[src/hdl/ble_adp_pkg.sv]
// Shared types and constants for the advertising-data structure parser.
// Used by ble_adp_core, ble_adv_data_parser and ble_adp_checker; no dependencies.
`default_nettype none

package ble_adp_pkg;

    // Parser phase codes. Code 3 is never entered and behaves as PH_LENGTH.
    localparam logic [1:0] PH_LENGTH = 2'd0;
    localparam logic [1:0] PH_TYPE   = 2'd1;
    localparam logic [1:0] PH_DATA   = 2'd2;

    // Decoded service kinds.
    localparam logic [1:0] KIND_NONE  = 2'd0;
    localparam logic [1:0] KIND_TEMP  = 2'd1;
    localparam logic [1:0] KIND_BATT  = 2'd2;
    localparam logic [1:0] KIND_OTHER = 2'd3;

    localparam logic [7:0]  AD_SERVICE_DATA_16 = 8'h16;
    localparam logic [15:0] UUID_TEMPERATURE   = 16'h1809;
    localparam logic [15:0] UUID_BATTERY       = 16'h180f;
    localparam logic [7:0]  BUDGET_RESET       = 8'd31;

    // Data byte positions within a service-data structure.
    localparam logic [7:0] IDX_UUID_LO = 8'd0;
    localparam logic [7:0] IDX_UUID_HI = 8'd1;
    localparam logic [7:0] IDX_VAL_0   = 8'd2;
    localparam logic [7:0] IDX_VAL_1   = 8'd3;
    localparam logic [7:0] IDX_VAL_2   = 8'd4;
    localparam logic [7:0] IDX_MAX     = 8'hff;

    // One finished-structure result.
    typedef struct packed {
        logic [7:0]  struct_type;
        logic [7:0]  struct_length;
        logic [15:0] service_uuid;
        logic [1:0]  decoded_kind;
        logic [23:0] temperature_raw;
        logic [7:0]  battery_percent;
        logic        truncated;
        logic        payload_done;
    } result_t;

endpackage

`default_nettype wire

[src/hdl/ble_adp_core.sv]
// Parser state and the single-pass step logic for one payload byte.
// Depends on ble_adp_pkg.
`default_nettype none

module ble_adp_core (
    input  wire logic                 aclk,
    input  wire logic                 aresetn,
    input  wire logic                 step_en,
    input  wire logic [7:0]           adv_byte,
    input  wire logic                 first_of_payload,
    input  wire logic [7:0]           budget,
    output logic                      res_valid,
    output ble_adp_pkg::result_t      res
);

    logic [1:0]  phase_reg, phase_next;
    logic [7:0]  left_reg, left_next;
    logic [7:0]  cons_reg, cons_next;
    logic [7:0]  len_reg, len_next;
    logic [7:0]  type_reg, type_next;
    logic [7:0]  idx_reg, idx_next;
    logic [15:0] uuid_reg, uuid_next;
    logic [23:0] val_reg, val_next;
    logic        over_reg, over_next;
    logic        trunc, done;

    always_comb begin
        logic at_budget;
        at_budget  = 1'b0;
        phase_next = phase_reg;
        left_next  = left_reg;
        cons_next  = cons_reg;
        len_next   = len_reg;
        type_next  = type_reg;
        idx_next   = idx_reg;
        uuid_next  = uuid_reg;
        val_next   = val_reg;
        over_next  = over_reg;
        res_valid  = 1'b0;
        trunc      = 1'b0;
        done       = 1'b0;

        if (step_en) begin
            if (first_of_payload) begin
                phase_next = ble_adp_pkg::PH_LENGTH;
                cons_next  = '0;
                len_next   = '0;
                type_next  = '0;
                idx_next   = '0;
                left_next  = '0;
                uuid_next  = '0;
                val_next   = '0;
                over_next  = 1'b0;
            end
            if (!over_next) begin
                cons_next = cons_next + 8'd1;
                at_budget = (cons_next >= budget);
                unique case (phase_next)
                    ble_adp_pkg::PH_TYPE: begin
                        type_next = adv_byte;
                        left_next = left_next - 8'd1;
                        if (left_next == 8'd0) begin
                            phase_next = ble_adp_pkg::PH_LENGTH;
                            res_valid  = 1'b1;
                            done       = at_budget;
                        end else begin
                            phase_next = ble_adp_pkg::PH_DATA;
                            res_valid  = at_budget;
                            trunc      = 1'b1;
                            done       = 1'b1;
                        end
                    end
                    ble_adp_pkg::PH_DATA: begin
                        if (type_next == ble_adp_pkg::AD_SERVICE_DATA_16) begin
                            case (idx_next)
                                ble_adp_pkg::IDX_UUID_LO: uuid_next[7:0]   |= adv_byte;
                                ble_adp_pkg::IDX_UUID_HI: uuid_next[15:8]  |= adv_byte;
                                ble_adp_pkg::IDX_VAL_0:   val_next[7:0]    |= adv_byte;
                                ble_adp_pkg::IDX_VAL_1:   val_next[15:8]   |= adv_byte;
                                ble_adp_pkg::IDX_VAL_2:   val_next[23:16]  |= adv_byte;
                                default: ;
                            endcase
                        end
                        if (idx_next != ble_adp_pkg::IDX_MAX) begin
                            idx_next = idx_next + 8'd1;
                        end
                        left_next = left_next - 8'd1;
                        if (left_next == 8'd0) begin
                            phase_next = ble_adp_pkg::PH_LENGTH;
                            res_valid  = 1'b1;
                            done       = at_budget;
                        end else begin
                            res_valid  = at_budget;
                            trunc      = 1'b1;
                            done       = 1'b1;
                        end
                    end
                    default: begin
                        // Length byte; the unused phase code lands here as well.
                        len_next  = '0;
                        type_next = '0;
                        idx_next  = '0;
                        left_next = '0;
                        uuid_next = '0;
                        val_next  = '0;
                        if (adv_byte == 8'd0) begin
                            phase_next = ble_adp_pkg::PH_LENGTH;
                            res_valid  = 1'b1;
                            done       = 1'b1;
                        end else begin
                            len_next   = adv_byte;
                            left_next  = adv_byte;
                            phase_next = ble_adp_pkg::PH_TYPE;
                            res_valid  = at_budget;
                            trunc      = 1'b1;
                            done       = 1'b1;
                        end
                    end
                endcase
                if (res_valid && done) begin
                    over_next = 1'b1;
                end
            end
        end
    end

    // Service decode from the structure as it stands after this byte.
    always_comb begin
        res                 = '0;
        res.struct_type     = type_next;
        res.struct_length   = len_next;
        res.truncated       = trunc;
        res.payload_done    = done;
        if (type_next == ble_adp_pkg::AD_SERVICE_DATA_16 && idx_next >= 8'd2) begin
            res.service_uuid = uuid_next;
            if (uuid_next == ble_adp_pkg::UUID_TEMPERATURE && idx_next >= 8'd5) begin
                res.decoded_kind    = ble_adp_pkg::KIND_TEMP;
                res.temperature_raw = val_next;
            end else if (uuid_next == ble_adp_pkg::UUID_BATTERY && idx_next >= 8'd3) begin
                res.decoded_kind    = ble_adp_pkg::KIND_BATT;
                res.battery_percent = val_next[7:0];
            end else begin
                res.decoded_kind    = ble_adp_pkg::KIND_OTHER;
            end
        end
    end

    always_ff @(posedge aclk) begin
        if (!aresetn) begin
            phase_reg <= ble_adp_pkg::PH_LENGTH;
            left_reg  <= '0;
            cons_reg  <= '0;
            len_reg   <= '0;
            type_reg  <= '0;
            idx_reg   <= '0;
            uuid_reg  <= '0;
            val_reg   <= '0;
            over_reg  <= 1'b1;
        end else begin
            phase_reg <= phase_next;
            left_reg  <= left_next;
            cons_reg  <= cons_next;
            len_reg   <= len_next;
            type_reg  <= type_next;
            idx_reg   <= idx_next;
            uuid_reg  <= uuid_next;
            val_reg   <= val_next;
            over_reg  <= over_next;
        end
    end

endmodule

`default_nettype wire

[src/hdl/ble_adv_data_parser.sv]
// Path: an accepted byte request is held in the input register, and its parser step result
// is registered in the result register, which drives m_tvalid.
// Throughput: one byte request per cycle while the sink takes results; a result held
// by the sink stalls the parser, and intake stops once the input register is full as well.
// Reset (aresetn low, synchronous) empties both registers, returns the parser to
// waiting for a first-of-payload byte and sets the byte budget to 31.
//
// Depends on ble_adp_pkg and ble_adp_core.
`default_nettype none

module ble_adv_data_parser (
    input  wire logic        aclk,
    input  wire logic        aresetn,
    // Configuration: payload byte budget.
    input  wire logic        cfg_wr_en,
    input  wire logic [7:0]  cfg_wr_data,
    // Byte stream in.
    input  wire logic        s_tvalid,
    output logic             s_tready,
    input  wire logic [7:0]  s_tdata,   // [7:0] adv_byte
    input  wire logic        s_tuser,   // [0] first_of_payload
    // Structure results out.
    output logic             m_tvalid,
    input  wire logic        m_tready,
    // [7:0] struct_type, [15:8] struct_length, [31:16] service_uuid,
    // [33:32] decoded_kind, [57:34] temperature_raw, [65:58] battery_percent,
    // [71:66] zero
    output logic [71:0]      m_tdata,
    output logic             m_tuser,   // [0] truncated
    output logic             m_tlast    // payload_done
);

    logic                  in_vld_reg, in_vld_next;
    logic [7:0]            in_byte_reg;
    logic                  in_first_reg;
    logic [7:0]            budget_reg;
    logic                  out_vld_reg, out_vld_next;
    ble_adp_pkg::result_t  out_res_reg;
    logic                  advance;
    logic                  res_valid;
    ble_adp_pkg::result_t  res;

    // The held byte moves into the parser whenever the result register is free
    // or is being emptied in this same cycle.
    assign advance  = in_vld_reg && (!out_vld_reg || m_tready);
    assign s_tready = !in_vld_reg || advance;

    always_comb begin
        in_vld_next = in_vld_reg;
        if (advance) begin
            in_vld_next = 1'b0;
        end
        if (s_tvalid && s_tready) begin
            in_vld_next = 1'b1;
        end
    end

    always_comb begin
        out_vld_next = out_vld_reg;
        if (advance) begin
            out_vld_next = res_valid;
        end else if (m_tready) begin
            out_vld_next = 1'b0;
        end
    end

    ble_adp_core u_core (
        .aclk             (aclk),
        .aresetn          (aresetn),
        .step_en          (advance),
        .adv_byte         (in_byte_reg),
        .first_of_payload (in_first_reg),
        .budget           (budget_reg),
        .res_valid        (res_valid),
        .res              (res)
    );

    always_ff @(posedge aclk) begin
        if (!aresetn) begin
            in_vld_reg  <= 1'b0;
            out_vld_reg <= 1'b0;
            budget_reg  <= ble_adp_pkg::BUDGET_RESET;
        end else begin
            in_vld_reg  <= in_vld_next;
            out_vld_reg <= out_vld_next;
            if (cfg_wr_en) begin
                budget_reg <= cfg_wr_data;
            end
        end
    end

    // Payload registers carry no reset.
    always_ff @(posedge aclk) begin
        if (s_tvalid && s_tready) begin
            in_byte_reg  <= s_tdata;
            in_first_reg <= s_tuser;
        end
        if (advance && res_valid) begin
            out_res_reg <= res;
        end
    end

    assign m_tvalid = out_vld_reg;
    assign m_tdata  = {6'd0,
                       out_res_reg.battery_percent,
                       out_res_reg.temperature_raw,
                       out_res_reg.decoded_kind,
                       out_res_reg.service_uuid,
                       out_res_reg.struct_length,
                       out_res_reg.struct_type};
    assign m_tuser  = out_res_reg.truncated;
    assign m_tlast  = out_res_reg.payload_done;

endmodule

`default_nettype wire

[config.mk]
export PLATFORM = sky130hd
export DESIGN_NAME = ble_adv_data_parser
export DESIGN_NICKNAME = d
export VERILOG_FILES = /design/src/hdl/ble_adp_pkg.sv /design/src/hdl/ble_adp_core.sv /design/src/hdl/ble_adv_data_parser.sv
export SDC_FILE = /design/constraint.sdc
export NUM_CORES = 1
export LEC_CHECK = 0
export BUFFER_PORTS_ARGS = -buffer_cell sky130_fd_sc_hd__clkbuf_2
export CAP_MARGIN = 5
export CORE_ASPECT_RATIO = 0.6
export CORE_MARGIN = 2
export CORE_UTILIZATION = 47
export DETAILED_ROUTE_END_ITERATION = 10
export GPL_ROUTABILITY_DRIVEN = 1
export PLACE_DENSITY = 0.8
export SETUP_SLACK_MARGIN = 0.02
export SLEW_MARGIN = 40
export SYNTH_ARGS = -nofsm -noshare
export SYNTH_HDL_FRONTEND = slang
export SYNTH_SLANG_ARGS = --single-unit
export TNS_END_PERCENT = 1
[constraint.sdc]
create_clock -name aclk -period 7.1 [get_ports aclk]
set_clock_uncertainty 0.15 [all_clocks]
set_input_delay 1.42 -clock aclk [delete_from_list [all_inputs] [get_ports aclk]]
set_output_delay 1.42 -clock aclk [all_outputs]
set_load 0.02 [all_outputs]
=== Word level (Yosys, flattened, before mapping) ===
Cells that the tools add are included.

* Add/subtract/negate cells: 3
* $lt $le $gt $ge: 4
* Eq/ne operators: 11
* Mux-type cells: 71
* Bitwise logic cells: 8
* Reductions and logical operators: 21

{| class="wikitable"
|+ Operators with widths
! operator !! count
|-
| $mux W8 || 26
|-
| $mux W24 || 5
|-
| $mux W16 || 5
|-
| $pmux W24 S2 || 1
|-
| $or A8 B8 Y8 || 5
|-
| $eq A16 B13 Y1 const B || 2
|-
| $pmux W16 S2 || 1
|-
| $pmux W8 S2 || 2
|-
| $mux W1 || 25
|-
| $logic_not A8 Y1 || 3
|-
| $add A8 B1 Y8 const B || 2
|-
| $eq A8 B2 Y1 const B || 2
|-
| $eq A8 B5 Y1 const B || 2
|-
| $ge A8 B2 Y1 const B || 2
|-
| $mux W2 || 5
|-
| $eq A8 B1 Y1 const B || 1
|-
| $eq A8 B3 Y1 const B || 1
|-
| $ge A8 B3 Y1 const B || 1
|-
| $ge A8 B8 Y1 || 1
|-
| $ne A8 B8 Y1 const B || 1
|-
| $sub A8 B1 Y8 const B || 1
|-
| $logic_and A1 B1 Y1 || 7
|-
| $reduce_or A2 Y1 || 3
|-
| $pmux W2 S2 || 1
|-
| other kinds (8) || 13
|}

* Flip-flop bits (word level): 170
* Input port bits: 22

=== Logic depth before layout (Yosys ltp) ===
Gate-level depths: netlist of the first run.

* Depth after elaboration: 14
* Gate-level depth with buffers: 17
* Depth with buffers taken out: 12

=== Cells and area by module ===
A second synthesis of the first run with hierarchy kept.

* Cell total of the unflattened synthesis: 772
* Area total of the unflattened synthesis: 7812.5 sq um

{| class="wikitable"
|+ By module, submodules not included
! module !! times used !! cells each !! area each (sq um)
|-
| ble_adp_core || 1 || 649 || 5057.4
|-
| ble_adv_data_parser || 1 || 123 || 2755.1
|}

=== Least setup slack after synthesis of the first run ===
OpenSTA, ideal clock, no wires.

* Kind: register to register
* From: register in_first_reg
* To: register out_res_reg, in the netlist m_tdata[0], enable pin
* Data arrival time: 5.950 ns
* Slack: 0.484 ns
* Cell stages (with the launch flop): 13
* Cells stage by stage: edfxtp_1 buf_2 inv_1 buf_1 nand2_1 ha_1 clkbuf_1 or2_2 a21oi_1 nand4_1 o41a_1 or2_1 a21oi_1

* Cells in the longest elaborated chain, start to end: 11
* Elaborated cells between the ends (all ways): 23

{| class="wikitable"
|+ RTL lines
! element !! RTL line !! source
|-
| start, declared || ble_adv_data_parser.sv:35 || <nowiki>logic in_first_reg;</nowiki>
|-
| start signal, assigned || ble_adv_data_parser.sv:96 || <nowiki>in_first_reg <= s_tuser;</nowiki>
|-
| $mux W8 || ble_adp_core.sv:44 || <nowiki>if (first_of_payload) begin</nowiki>
|-
| $mux W8 || ble_adp_core.sv:43 || <nowiki>if (step_en) begin</nowiki>
|-
| $add A8 B1 Y8 / $sub A8 B1 Y8 (equally long branches) || ble_adp_core.sv:56, ble_adp_core.sv:61, ble_adp_core.sv:87 ||
|-
| $ge A8 B8 Y1 / $logic_not A8 Y1 (equally long branches) || ble_adp_core.sv:57, ble_adp_core.sv:62, ble_adp_core.sv:88 ||
|-
| $mux W1, on equally long branches || ble_adp_core.sv:106, ble_adp_core.sv:62, ble_adp_core.sv:88 ||
|-
| $mux W1 || n/a ||
|-
| $mux W1 || ble_adp_core.sv:55 || <nowiki>if (!over_next) begin</nowiki>
|-
| $mux W1 || ble_adp_core.sv:43 ||
|-
| $mux W1 (*) || ble_adp_core.sv:55 ||
|-
| $mux W1 (*) || ble_adp_core.sv:43 ||
|-
| $logic_and A1 B1 Y1 (*) || ble_adv_data_parser.sv:98 || <nowiki>if (advance && res_valid) begin</nowiki>
|-
| end signal, assigned || ble_adv_data_parser.sv:99 || <nowiki>out_res_reg <= res;</nowiki>
|-
| end, declared || ble_adv_data_parser.sv:38 || <nowiki>ble_adp_pkg::result_t out_res_reg;</nowiki>
|}

Mark *: on every way between the ends. The rest lies on a longest branch, timed or not. The select of a mux whose other input is x is not followed.
A chain may end at the register's enable or synchronous reset.

=== Final worst setup path of the first run ===
* From: register in_first_reg
* To: register out_res_reg, in the netlist m_tdata[48], data pin

* Cells in the longest elaborated chain, start to end: 11
* Elaborated cells between the ends (all ways): 48

{| class="wikitable"
|+ RTL lines
! element
|-
| branches (longest 11 deep; another with $add A8 B1 Y8)
|}

Parallel ways; which one is timed is not known. The select of a mux whose other input is x is not followed.

==> key figures, run 1 <==
Placement
  • Area of placed instances: 0.00886 mm2
  • Detailed placer's ending HPWL: 14.9 mm
  • Placer congestion estimate: 1.01
  • Count of input and output buffers: 91

Global route
  • Largest net degree at the start of global routing: 82
  • GRT Util Overall: 0.243
  • Initial antenna violation count: 0
  • Grt total ovfl: 0
  • Vias in the first global route: 6145
  • Global-route wire length before repair: 35.0 mm

Power
  • Pwr Total: 2.24 mW
  • P_leak: 3.59 nW
  • Sw Ratio: 0.235
  • Clk pwr share: 0.472
  • Reg power frac: 0.471
  • Pwr Density: 235 mW/mm2
  • Combinational power share: 0.056
  • Worst IR Drop VDD: 0.157 mV
  • P_int: 1.72 mW
  • Sw power: 0.528 mW

Clock tree
  • Clock slew at reported path FFs: 70 ps
  • # resized after CTS: 0
  • Total CTS buffers: 17
  • Post-CTS setup buffer count: 0
  • CTS max path bufs: 2
  • Clk Latency, worst-skew pair: 420 ps
  • Hold-fix buffers, CTS: 0
  • CTS tree: done
  • H-tree levels: 4
  • # clock sinks: 170
  • CTS root buf: clkbuf_16

Detailed routing
  • Via Count: 6892
  • Final ANT Viol Nets: 0
  • Avg Vias per Cell: 5.95
  • DRC Markers: 0
  • WL per Instance: 19.3 um
  • Pre-antenna DRT Iters: 5
  • DRT Wirelength: 22.3 mm
  • Iter 0 DRT Violations: 867

Logic synthesis
  • Mapped Area: 0.00827 mm2
  • Top_reg_cell synth: dfxtp_1
  • Seq/Total Area, Yosys: 0.505
  • Synthesized area per cell: 9.74 um2
  • EDFF count, synth: 77
  • Synth Register Bits: 170
  • Fraction of registers with async set/reset: 0
  • Yosys warns: 0
  • Cells after Synth: 849
  • Post-synth cell types: 74

Cells and area
  • Fillcell total: 1503
  • Fraction of layout cells with a size suffix above 1: 0.192
  • Leading cell type in the layout, fill and taps excluded: dfxtp_1
  • Sequential cell area: 0.00417 mm2
  • Ant diodes: 0
  • # nets final: 946
  • Max reg flops: 66
  • Commonest non-fill, non-tap cells in the layout: dfxtp_1 (93), clkbuf_2 (91), nand2_1 (87)
  • Multi-input logic area: 0.00374 mm2
  • Area grow syn2layout: 15.4%
  • Final Cell Area: 0.00955 mm2

Floorplanning
  • Height of the chip: 107 um
  • Die Span X: 175 um
  • Rows: 37
  • Die Area: 0.0187 mm2
  • Initial core utilization: 0.481
  • I/O Pins: 98
  • Core ar.: 0.0172 mm2

Outcome
  • Result of the run: finished, final reports clean

Timing
  • RSZ-0062 raised after global routing: false
  • Final period util: 0.683
  • Pins Over Slew Limit: 0
  • Worst slew margin: 0.410
  • Setup TNS: 0 ps
  • Slew @ Worst Pin: 885 ps
  • Crit path time final: 4850 ps
  • Final number of setup-violating endpoints: 0
  • Fmax: 206 MHz
  • WHS: 333 ps
  • Final Hold Viols: 0

Critical path
  • Crit end category: flip-flop
  • Reg2Reg Setup Slack: 2250 ps
  • CP required: 7210 ps
  • WS Path Type: flip-flop to flip-flop
  • Critical path launch point type: flip-flop
  • Crit-path max FO: 32
  • Critical Path AT: 4960 ps

Hold path
  • Hold crit path type: flip-flop to flip-flop

Job
  • # Max-Cap Violations: 0
[worst paths after layout]
path,to,cells past startpoint,from
min reg2reg,u_core.cons_reg[7],2,u_core.cons_reg[7]
min,u_core.cons_reg[7],2,u_core.cons_reg[7]
max reg2reg,m_tdata[48],12,in_first_reg
max,m_tdata[48],12,in_first_reg
[cell families after synthesis]
family / share of synthesized area
and+or+nand+nor: 0.246
AOI/OAI and AO/OA: 0.163
DFF: 0.505
buffers and inverters: 0.0495
adders and majority gates: 0.0197
xor gates and xnor gates: 0.00847
muxes: 0.00847
other: 0.000453
[metrics by stage]
step / util / instances / worst slack, ps
after floorplan: - / 854 / 484
after global placement: 0.515 / 1126 / 2130
after detailed placement: 0.516 / 1126 / 2330
after CTS: 0.555 / 1158 / 2290
after global routing: 0.556 / 1158 / 1980
final: 0.556 / 1158 / 2250
[layer usage]
layer	share of wire	GRT usage	up-vias
li1	-	-	3189
met1	0.48	0.388	3250
met2	0.38	0.308	412
met3	0.12	0.0706	41
met4	0.018	0.0714	0
met5	0	0	-
[power groups by stage]
stage / registers [mW] / logic, mW / clock network [mW]
2_1_floorplan: 1.06 / 0.0953 / 0
3_3_place_gp: 1.08 / 0.121 / 0
3_5_place_dp: 1.08 / 0.123 / 0
4_1_cts: 1.06 / 0.124 / 1.07
5_1_grt: 1.06 / 0.138 / 1.11
6_report: 1.06 / 0.127 / 1.06
[Yosys cell counts, drive strengths merged (3+ instances only)]
cell | number | area, um2
a32oi | 3 | 26.3
a21boi | 13 | 97.6
a31oi | 8 | 50.1
dfxtp | 93 | 1860
o21a | 5 | 37.5
a22o | 5 | 43.8
o211a | 9 | 90.1
clkbuf | 45 | 169
nand2b | 7 | 43.8
mux2i | 7 | 70.1
or2 | 3 | 18.8
ha | 13 | 163
nor2 | 53 | 199
buf | 22 | 139
nand3 | 32 | 165
and2 | 33 | 206
o2bb2ai | 3 | 26.3
edfxtp | 77 | 2310
a211oi | 7 | 52.6
a22oi | 13 | 97.6
nand4b | 5 | 43.8
or3 | 3 | 18.8
xor2 | 5 | 43.8
nor2b | 45 | 282
a21oi | 53 | 265
nor3b | 11 | 82.6
nand4 | 5 | 31.3
inv | 27 | 101
nor4 | 16 | 106
xnor2 | 3 | 26.3
a221o | 5 | 50.1
o31a | 8 | 70.1
nor3 | 42 | 332
o21ai | 34 | 178
o211ai | 10 | 75.1
nand2 | 88 | 330
[worst max-delay path: stages (launching register included)]
cell	delay [ps]
edfxtp_1	380
buf_4	250
inv_1	450
nand2_1	140
ha_1	350
buf_4	230
nor2b_1	700
nand2_1	170
nor3_2	630
o21ai_0	260
nand2_1	240
nand3b_4	370
nor3_2	320
[layout make-up]
| type | count | share of cell area |
|---|---|---|
| well taps | 234 | 0.0307 |
| multi-input cells | 590 | 0.392 |
| clock buffers | 18 | 0.0460 |
| clock inverters | 14 | 0.0241 |
| inverters | 27 | 0.0106 |
| repair buffers | 105 | 0.0591 |
| flip-flops and latches | 170 | 0.437 |
No activity file was read; power rests on OpenSTA's default activity.
==> inputs of run 2 (changes only) <==
- clock period: 7.1 -> 4.28 ns (I/O delays scaled with it)
==> key figures, run 2 (synthesis gave the netlist of run 1 again) <==
Power
  • Worst IR Drop VDD: 0.219 mV (was 0.157 mV)
  • P_leak: 3.61 nW (was 3.59 nW)
  • Pwr Total: 3.48 mW (was 2.24 mW)
  • Pwr Density: 366 mW/mm2 (was 235 mW/mm2)

Clock tree
  • Hold-fix buffers, CTS: 0 (unchanged)
  • # clock sinks: 170 (unchanged)
  • CTS tree: done (unchanged)
  • Total CTS buffers: 17 (unchanged)
  • Post-CTS setup buffer count: 0 (unchanged)
  • H-tree levels: 4 (unchanged)
  • Clock slew at reported path FFs: 70 ps (about the same)
  • Clk Latency, worst-skew pair: 430 ps (was 420 ps)
  • CTS max path bufs: 2 (unchanged)
  • # resized after CTS: 0 (unchanged)
  • CTS root buf: clkbuf_16 (unchanged)

Timing
  • Final period util: 0.887 (was 0.683)
  • Crit path time final: 3800 ps (was 4850 ps)
  • Fmax: 263 MHz (was 206 MHz)
  • Pins Over Slew Limit: 0 (unchanged)
  • Final Hold Viols: 0 (unchanged)
  • Setup TNS: 0 ps (unchanged)
  • RSZ-0062 raised after global routing: false (unchanged)
  • Slew @ Worst Pin: 857 ps (was 885 ps)
  • Final number of setup-violating endpoints: 0 (unchanged)
  • Worst slew margin: 0.429 (was 0.410)

Global route
  • GRT Util Overall: 0.248 (was 0.243)
  • Largest net degree at the start of global routing: 69 (was 82)
  • Vias in the first global route: 6438 (was 6145)
  • Grt total ovfl: 0 (unchanged)
  • Global-route wire length before repair: 35.7 mm (was 35.0 mm)
  • Initial antenna violation count: 0 (unchanged)

Floorplanning
  • Die Span X: 175 um (unchanged)
  • Height of the chip: 107 um (unchanged)
  • I/O Pins: 98 (unchanged)
  • Initial core utilization: 0.481 (unchanged)
  • Rows: 37 (unchanged)
  • Die Area: 0.0187 mm2 (unchanged)
  • Core ar.: 0.0172 mm2 (unchanged)

Critical path
  • Crit-path max FO: 68 (was 32)
  • Crit end category: flip-flop (unchanged)
  • Critical path launch point type: flip-flop (unchanged)
  • Critical Path AT: 3740 ps (was 4960 ps)
  • WS Path Type: flip-flop to flip-flop (unchanged)
  • CP required: 4220 ps (was 7210 ps)

Job
  • # Max-Cap Violations: 0 (unchanged)

Cells and area
  • Commonest non-fill, non-tap cells in the layout: dfxtp_1 (93), clkbuf_2 (91), nand2_1 (88) (was dfxtp_1 (93), clkbuf_2 (91), nand2_1 (87))
  • # nets final: 956 (was 946)
  • Fraction of layout cells with a size suffix above 1: 0.198 (was 0.192)
  • Fillcell total: 1483 (was 1503)
  • Max reg flops: 66 (unchanged)
  • Area grow syn2layout: 15.1% (was 15.4%)
  • Ant diodes: 0 (unchanged)
  • Leading cell type in the layout, fill and taps excluded: dfxtp_1 (unchanged)
  • Final cell count without fillers: 1168 (was 1158)

Detailed routing
  • Wl on met1: 10.8 mm (was 10.7 mm)
  • Top Metal Used: met4 (unchanged)
  • WL per Instance: 19.5 um (was 19.3 um)
  • Iter 0 DRT Violations: 860 (was 867)
  • Final ANT Viol Nets: 0 (unchanged)
  • DRT Wirelength: 22.8 mm (was 22.3 mm)
  • Avg Vias per Cell: 6.00 (was 5.95)
  • DRC Markers: 0 (unchanged)
  • Detail Route met3 WL: 2.74 mm (was 2.68 mm)
  • Met2 routed WL: 8.90 mm (was 8.51 mm)
  • Pre-antenna DRT Iters: 7 (was 5)
  • Via Count: 7004 (was 6892)

Placement
  • Placer congestion estimate: 1.07 (was 1.01)
  • Count of input and output buffers: 91 (unchanged)
  • Dpl cells: 1136 (was 1126)
  • Detailed placer's ending HPWL: 15.6 mm (was 14.9 mm)

Hold path
  • Hold crit path type: flip-flop to flip-flop (unchanged)

Outcome
  • Result of the run: finished, final reports clean (unchanged)
==> run 2: cell types whose count changed in the layout (fill, tap and decap cells not counted), sizes merged <==
cell,before,now
bufinv,5,0
clkinv,2,4
inv,33,37
buf,14,24
clkbuf,109,108
==> run 2: final timing paths <==
path                           start                  to  slack [ps]  cells after the start
setup / recovery        in_first_reg         m_tdata[10]         480                     13
hold / removal    u_core.left_reg[7]  u_core.left_reg[7]         330                      2
setup reg to reg        in_first_reg         m_tdata[10]         480                     13
hold reg to reg   u_core.left_reg[7]  u_core.left_reg[7]         330                      2
==> run 2: stage by stage <==
stage / hold slack, ps / utilization / area (um2) / setup slack (ps)
5_1_grt: 368 / 0.554 / 9520 / 280
3_5_place_dp: 321 / 0.521 / 8950 / 591
4_1_cts: 328 / 0.554 / 9520 / 541
3_3_place_gp: 313 / 0.521 / 8940 / 644
2_1_floorplan: 299 / - / 8300 / 44.3
6_report: 326 / 0.554 / 9520 / 482
==> run 2: critical path: stages (launching register included) <==
cell       delay (ps)
edfxtp_1          380
buf_4             250
nor2b_1           330
ha_1              250
nand3_1           130
or3_1             380
a21oi_1           260
ha_1              220
a2111oi_0          80
nand2_1           100
o21ai_0            70
a31o_2            280
a21oi_4           180
buf_12            320
==> run 2: cell type report <==
type | count | area [um2] | area share
well taps | 234 | 293 | 0.0307
inverters | 27 | 101 | 0.0106
clock inverters | 15 | 149 | 0.0156
multi-input cells | 590 | 3730 | 0.392
clock buffers | 17 | 425 | 0.0447
repair buffers | 115 | 648 | 0.0681
flip-flops and latches | 170 | 4170 | 0.438
==> run 2: per-layer routing <==
metal,vias to the layer above,global-route usage
li1,3211,-
met1,3323,0.374
met2,423,0.329
met3,47,0.0883
met4,0,0.0661
met5,-,0
==> run 2: where the power goes <==
part	total (mW)	internal (mW)	switching, mW	leakage (nW)
clock	1.51	0.780	0.735	0.283
combinational	0.211	0.0686	0.142	1.73
sequential	1.76	1.71	0.0453	1.59
